<file path="src/hdl/psrfp_pkg.sv">
`default_nettype none

package psrfp_pkg;

  // Frame layout
  localparam int unsigned FRAME_LEN = 10;
  localparam int unsigned HELD_N    = FRAME_LEN - 1;
  localparam int unsigned CNT_W     = 4;
  localparam int unsigned SUM_FIRST = 2;
  localparam int unsigned SUM_LAST  = 7;
  localparam int unsigned CSUM_POS  = 8;

  // Frame markers
  localparam logic [7:0] HEAD_BYTE = 8'hAA;
  localparam logic [7:0] CMD_MEAS  = 8'hC0;
  localparam logic [7:0] CMD_ACK   = 8'hC5;
  localparam logic [7:0] TAIL_BYTE = 8'hAB;

  // Frame status codes
  localparam logic [2:0] ST_MEAS    = 3'd0;
  localparam logic [2:0] ST_ACK     = 3'd1;
  localparam logic [2:0] ST_UNKNOWN = 3'd2;
  localparam logic [2:0] ST_CSUM    = 3'd3;
  localparam logic [2:0] ST_TAIL    = 3'd4;

  // Bytes 0..8 of the frame in progress
  typedef logic [HELD_N-1:0][7:0] held_bytes_t;

  // One decoded frame
  typedef struct packed {
    logic [2:0]  frame_status;
    logic [15:0] pm25_value;
    logic [15:0] pm10_value;
  } frame_res_t;

endpackage

`default_nettype wire

</file>
<file path="src/hdl/psrfp_decode.sv">
`default_nettype none

module psrfp_decode import psrfp_pkg::*; (
  input  wire held_bytes_t held,
  input  wire logic [7:0]  sum,
  input  wire logic [7:0]  tail,
  output frame_res_t       res
);

  logic is_head;

  assign is_head = (held[0] == HEAD_BYTE);

  // Status priority: checksum, tail, measurement, acknowledge, unknown
  always_comb begin
    res              = '0;
    res.frame_status = ST_UNKNOWN;
    if (sum != held[CSUM_POS]) begin
      res.frame_status = ST_CSUM;
    end else if (tail != TAIL_BYTE) begin
      res.frame_status = ST_TAIL;
    end else if (is_head && held[1] == CMD_MEAS) begin
      res.frame_status = ST_MEAS;
      res.pm25_value   = {held[3], held[2]};
      res.pm10_value   = {held[5], held[4]};
    end else if (is_head && held[1] == CMD_ACK) begin
      res.frame_status = ST_ACK;
    end
  end

endmodule

`default_nettype wire

</file>
<file path="src/hdl/particle_sensor_reply_frame_parser.sv">
// The result of a frame is registered on the beat that takes its tenth byte.
// Throughput: one byte per cycle; input stalls only while a result is waiting
// and out_tready is low.
// Reset (rst_n, synchronous, active low) clears the byte count, the running sum
// and the output valid; the held frame bytes are not reset.
`default_nettype none

module particle_sensor_reply_frame_parser import psrfp_pkg::*; (
  input  wire logic        clk,
  input  wire logic        rst_n,
  input  wire logic        in_tvalid,
  output logic             in_tready,
  input  wire logic [7:0]  in_tdata,   // [7:0] rx_byte
  output logic             out_tvalid,
  input  wire logic        out_tready,
  output logic [31:0]      out_tdata,  // [15:0] pm25_value, [31:16] pm10_value
  output logic [2:0]       out_tuser   // [2:0] frame_status
);

  logic [CNT_W-1:0] byte_count_r;
  logic [CNT_W-1:0] byte_count_nxt;
  logic [7:0]       running_sum_r;
  logic [7:0]       running_sum_nxt;
  held_bytes_t      held_r;
  logic             out_valid_r;
  frame_res_t       out_res_r;
  frame_res_t       dec_res;
  logic             in_beat;
  logic             is_tail;
  logic             in_sum_span;

  assign in_beat     = in_tvalid && in_tready;
  assign is_tail     = (byte_count_r >= CNT_W'(FRAME_LEN - 1));
  assign in_sum_span = (byte_count_r >= CNT_W'(SUM_FIRST)) &&
                       (byte_count_r <= CNT_W'(SUM_LAST));

  // Take a beat unless a held result cannot leave this cycle
  assign in_tready = !out_valid_r || out_tready;

  // Frame position and checksum accumulation
  always_comb begin
    byte_count_nxt  = byte_count_r;
    running_sum_nxt = running_sum_r;
    if (in_beat) begin
      if (is_tail) begin
        byte_count_nxt  = '0;
        running_sum_nxt = '0;
      end else begin
        byte_count_nxt = byte_count_r + CNT_W'(1);
        if (in_sum_span) begin
          running_sum_nxt = running_sum_r + in_tdata;
        end
      end
    end
  end

  psrfp_decode u_decode (
    .held (held_r),
    .sum  (running_sum_r),
    .tail (in_tdata),
    .res  (dec_res)
  );

  // Control state
  always_ff @(posedge clk) begin
    if (!rst_n) begin
      byte_count_r  <= '0;
      running_sum_r <= '0;
      out_valid_r   <= 1'b0;
    end else begin
      byte_count_r  <= byte_count_nxt;
      running_sum_r <= running_sum_nxt;
      if (in_beat && is_tail) begin
        out_valid_r <= 1'b1;
      end else if (out_tready) begin
        out_valid_r <= 1'b0;
      end
    end
  end

  // Frame bytes and result payload
  always_ff @(posedge clk) begin
    for (int i = 0; i < HELD_N; i++) begin
      if (in_beat && byte_count_r == CNT_W'(i)) begin
        held_r[i] <= in_tdata;
      end
    end
    if (in_beat && is_tail) begin
      out_res_r <= dec_res;
    end
  end

  assign out_tvalid = out_valid_r;
  assign out_tdata  = {out_res_r.pm10_value, out_res_r.pm25_value};
  assign out_tuser  = out_res_r.frame_status;

endmodule

`default_nettype wire

</file>
<file path="config.mk">
export PLATFORM = sky130hd
export DESIGN_NAME = particle_sensor_reply_frame_parser
export DESIGN_NICKNAME = d
export VERILOG_FILES = /design/src/hdl/psrfp_pkg.sv /design/src/hdl/psrfp_decode.sv /design/src/hdl/particle_sensor_reply_frame_parser.sv
export SDC_FILE = /design/constraint.sdc
export NUM_CORES = 1
export LEC_CHECK = 0
export BUFFER_PORTS_ARGS = -buffer_cell sky130_fd_sc_hd__buf_2
export CORE_ASPECT_RATIO = 0.6
export CORE_MARGIN = 2
export CORE_UTILIZATION = 57
export DETAILED_ROUTE_END_ITERATION = 16
export PLACE_DENSITY = 0.83
export SETUP_SLACK_MARGIN = 0.1
export SKIP_CTS_REPAIR_TIMING = 1
export SLEW_MARGIN = 20
export SYNTH_ARGS = -nofsm -noshare
export SYNTH_HDL_FRONTEND = slang
export SYNTH_HIERARCHICAL = 1
export SYNTH_SLANG_ARGS = --single-unit
</file>
<file path="constraint.sdc">
create_clock -name clk -period 2.9 [get_ports clk]
set_input_delay 0.58 -clock clk [delete_from_list [all_inputs] [get_ports clk]]
set_output_delay 0.58 -clock clk [all_outputs]
set_load 0.1 [all_outputs]
</file>
Word-level counts from Yosys, hierarchy flattened
Cells that the tools add are included.

Reductions and logical operators: 19. Bitwise gates (word level): 1. Equal/unequal tests: 11. Mux-type cells: 8. Add/subtract/negate cells: 2. Magnitude comparators: 3.

Operators with widths (count): $eq A8 B8 Y1 const B (3); $mux W8 (2); $logic_and A1 B1 Y1 (12); $add A8 B8 Y8 (1); $eq A4 B2 Y1 const B (2); $eq A4 B3 Y1 const B (2); $ne A8 B8 Y1 (1); $ne A8 B8 Y1 const B (1); $add A4 B1 Y4 const B (1); $eq A4 B1 Y1 const B (1); $eq A4 B4 Y1 const B (1); $ge A4 B2 Y1 const B (1); $ge A4 B4 Y1 const B (1); $le A4 B3 Y1 const B (1); $logic_not A4 Y1 (1); $mux W2 (2); $mux W4 (1); $reduce_bool A2 Y1 (2); $mux W3 (1); $reduce_or A3 Y1 (1); $mux W1 (2); $reduce_and A2 Y1 (1); $logic_not A1 Y1 (1); $logic_or A1 B1 Y1 (1); $not A1 Y1 (1).

Bits in registers: 104. Logic and storage cells: 57. Output and inout bits: 37.

Depth between registers and ports, before layout
Word-level depth: 5. Gate-level depth with buffers: 9. Gate-level depth less buffers: 9.

Hierarchy
The synthesis kept the hierarchy.

Modules (own cells, without submodules): particle_sensor_reply_frame_parser (area an instance 4135.2 sq um, sequential area each 3473.3 sq um, instances 1, cells each 218); psrfp_decode (area an instance 923.4 sq um, sequential area each 0.0 sq um, instances 1, cells each 104).

Worst setup path after synthesis
Ideal clock, no wire load.

Path kind: register to register. Start point: reg out_valid_r (netlist: out_tvalid). End point: reg running_sum_r[3]. Path slack: -607 ps. Cell stages (with the launch flop): 8. Required time: 2781 ps. Arrival time: 3388 ps. Setup time: 119 ps. Cell sequence: dfxtp_1 > nand2b_1 > nand2_1 > or2_2 > inv_1 > nor2_1 > a22oi_1 > nor2_1.

Cells in the longest elaborated chain, start to end: 4.

RTL lines: start: declaration (RTL line particle_sensor_reply_frame_parser.sv:25) `logic out_valid_r;`; start signal: assignment (RTL line particle_sensor_reply_frame_parser.sv:69) `out_valid_r <= 1'b0;`; start signal: assignment (RTL line particle_sensor_reply_frame_parser.sv:74) `out_valid_r <= 1'b1;`; start signal: assignment (RTL line particle_sensor_reply_frame_parser.sv:76) `out_valid_r <= 1'b0;`; $logic_not A1 Y1 (RTL line particle_sensor_reply_frame_parser.sv:38) `assign in_tready = !out_valid_r || out_tready;`; $logic_or A1 B1 Y1 (RTL line particle_sensor_reply_frame_parser.sv:38); via in_tready (RTL line particle_sensor_reply_frame_parser.sv:12) `output logic in_tready,`; $logic_and A1 B1 Y1 (RTL line particle_sensor_reply_frame_parser.sv:32) `assign in_beat = in_tvalid && in_tready;`; $reduce_and A2 Y1 (no source line); end signal: assignment (RTL line particle_sensor_reply_frame_parser.sv:72) `running_sum_r <= running_sum_nxt;`; end: declaration (RTL line particle_sensor_reply_frame_parser.sv:22) `logic [7:0] running_sum_r;`.

The timed path passes the listed nets, and every way through them passes these cells. A chain may end at the register's enable or synchronous reset.

Final worst setup path
Start point: reg held_r[69] (netlist name). End point: reg out_res_r (netlist bit out_tdata[15]) (data pin).

Cells in the longest elaborated chain, start to end: 2.

RTL lines: start: declaration (RTL line particle_sensor_reply_frame_parser.sv:24) `held_bytes_t held_r;`; start signal: indexed assignment (RTL line particle_sensor_reply_frame_parser.sv:85) `held_r[i] <= in_tdata;`; $ne A8 B8 Y1 (RTL line psrfp_decode.sv:18) `if (sum != held[CSUM_POS]) begin`; $reduce_or A3 Y1 (no source line); end signal: assignment (RTL line particle_sensor_reply_frame_parser.sv:89) `out_res_r <= dec_res;`; end: declaration (RTL line particle_sensor_reply_frame_parser.sv:26) `frame_res_t out_res_r;`.

No other way between the ends.

==> results_dict.tcl <==
set metrics [dict create \
    grt_pass1_wl_mm 12.8 \
    endpoint_kind "flop" \
    synth_warnings 6 \
    slew_headroom_pct 47.2 \
    fp.dieH_microns 73.3 \
    r2r_setup_slack_ns 0.69 \
    numCtsBuffers 9 \
    power_density_mw_per_mm2 582 \
    viasPerCell 5.59 \
    drc 0 \
    crit_end "out_tdata[15]$_DFFE_PP_" \
    cp_max_fo 32 \
    ant_nets 0 \
    vias 2594 \
    rsz0062_at_grt "false" \
    cts.htree.levels 3 \
    die_x_microns 120 \
    clk_latency_ns 0.35 \
    worstPathArrival_ns 2.36 \
    slew_viol_final 0 \
    first_iter_violations 219 \
    rows 25 \
    ir_drop_uv 355 \
    antenna_found_initial 0 \
    reg2reg_from "held_r[69]$_DFFE_PP_" \
    io_pins 49 \
    hold_viol 0 \
    fin_area_sq_mm 0.00518 \
    finalNonFillerCells 464 \
    worstMarginPinSlew_ns 0.792 \
    r2r_cells 4 \
    clockBufferDepth 2 \
    critical_path_class "reg2reg" \
    setup-violations-final 0 \
    crit_path_start_kind "flop" \
    power_leakage_nw 1.73 \
    fmax_ghz 0.453 \
    diodes 0 \
    hold_path.class "reg2reg" \
    syn_nets 328 \
    cap_viol_max_count 0 \
    period_share_pct 76.2 \
    grt_util_all_layers_pct 20.2 \
    clock-sinks 104 \
    clkSlewWorstSetupHoldPaths_ns 0.07 \
    die_area_sq_mm 0.00877 \
    area_growth_pct 13.5 \
    finClkSkew_ns 0.00458 \
    gp_congestion 0.872 \
    synth_area_sq_mm 0.00457 \
    drive_gt1_share_pct 31.2 \
    worst_hold_slack_ns 0.513 \
    wirelength_mm 8.18 \
    avgSynthCellArea_sq_um 15.0 \
    cts-root-buf "clkbuf_16" \
    cp.required_ns 3.05 \
    status "finished, final reports clean" \
    p_total_mw 3.02 \
    dp.cells 449 \
    reg2reg_to "out_tdata[15]$_DFFE_PP_" \
    drt-wirelength-per-cell_microns 17.6 \
    grt_pass1_vias 2437 \
    worstSetupStartpoint "held_r[69]$_DFFE_PP_" \
    setup_tns_ns 0 \
    dp_hpwl_mm 5.38 \
    first_pass_iters 5 \
    core-area_sq_mm 0.00782 \
    grt_max_degree 36 \
    cts_tree "built" \
    start_util_pct 58.4 \
    synthCells 304 \
    nNetsFinal 376 \
    post_dp_cell_area_sq_mm 0.00489 \
    overflow 0 \
    io_buffers 48 \
    period_needed_ns 2.21 \
]
## metrics by stage
stage	util, %	worst slack (ns)
after global routing	66.2	0.557
after floorplan	-	0.126
after global placement	62.6	0.535
final	66.2	0.691
after detailed placement	62.6	0.487
after CTS	66.2	0.700
## routing by layer
layer | routed length (microns) | track usage [%] | up-vias
li1 | - | - | 1238
met1 | 3720 | 27.3 | 1253
met2 | 3670 | 30.8 | 93
met3 | 650 | 7.84 | 10
met4 | 136 | 5.88 | 0
met5 | 0 | 0 | -
## worst max-delay path, stage by stage, from the launching register on
cell and delay, ns:
edfxtp_1 0.38, xor2_1 0.20, nor4_4 0.44, nand3_4 0.54, nor4_1 0.46
## how the worst min path moves through the flow
stage / startpoint / to / slack (ns) / cells past startpoint
floorplan: running_sum_r[2]$_SDFFE_PN0P_ / running_sum_r[2]$_SDFFE_PN0P_ / 0.46 / 2
global placement: running_sum_r[2]$_SDFFE_PN0P_ / running_sum_r[2]$_SDFFE_PN0P_ / 0.49 / 2
detailed placement: running_sum_r[2]$_SDFFE_PN0P_ / running_sum_r[2]$_SDFFE_PN0P_ / 0.50 / 2
CTS: running_sum_r[2]$_SDFFE_PN0P_ / running_sum_r[2]$_SDFFE_PN0P_ / 0.51 / 2
global route: out_tvalid$_SDFFE_PN0P_ / out_tvalid$_SDFFE_PN0P_ / 0.54 / 2
finish: running_sum_r[6]$_SDFFE_PN0P_ / running_sum_r[6]$_SDFFE_PN0P_ / 0.51 / 2
## layout make-up
type | count | area (sq um)
Sequential cell | 104 | 2990
Fill cell | 564 | 2640
Clock inverter | 4 | 55.1
Multi-Input combinational cell | 179 | 1470
Timing Repair Buffer | 52 | 270
Inverter | 6 | 26.3
Tap cell | 108 | 135
Clock buffer | 11 | 233
## registers in the layout, summed over array words and instances (netlist names)
| name | flops |
|---|---|
| held_r | 56 |
| out_tdata | 32 |
| running_sum_r | 8 |
| byte_count_r | 4 |
| out_tuser | 3 |
| out_tvalid | 1 |
## power by group
part	internal (mW)	switching (mW)	leakage, nW	total [mW]
combinational	0.0598	0.102	0.651	0.162
clock	0.669	0.512	0.136	1.18
sequential	1.65	0.0234	0.939	1.67
## placed cells by master, fill, tap and decap left out, types with 3 or more instances in the layout
| master | count |
|---|---|
| nor4_4 | 3 |
| nor4_2 | 29 |
| a21oi_1 | 9 |
| clkbuf_16 | 9 |
| xor2_1 | 11 |
| xnor2_1 | 5 |
| ha_1 | 11 |
| buf_4 | 4 |
| o21ai_0 | 6 |
| and2_1 | 7 |
| and4bb_2 | 4 |
| a22oi_1 | 4 |
| nand2b_1 | 34 |
| dfxtp_1 | 12 |
| nand4_1 | 3 |
| nor2_1 | 12 |
| inv_1 | 5 |
| nand2_1 | 9 |
| buf_2 | 48 |
| nor3_1 | 3 |
| edfxtp_1 | 91 |
| nand3_1 | 4 |
No activity file was read; power rests on OpenSTA's default activity.
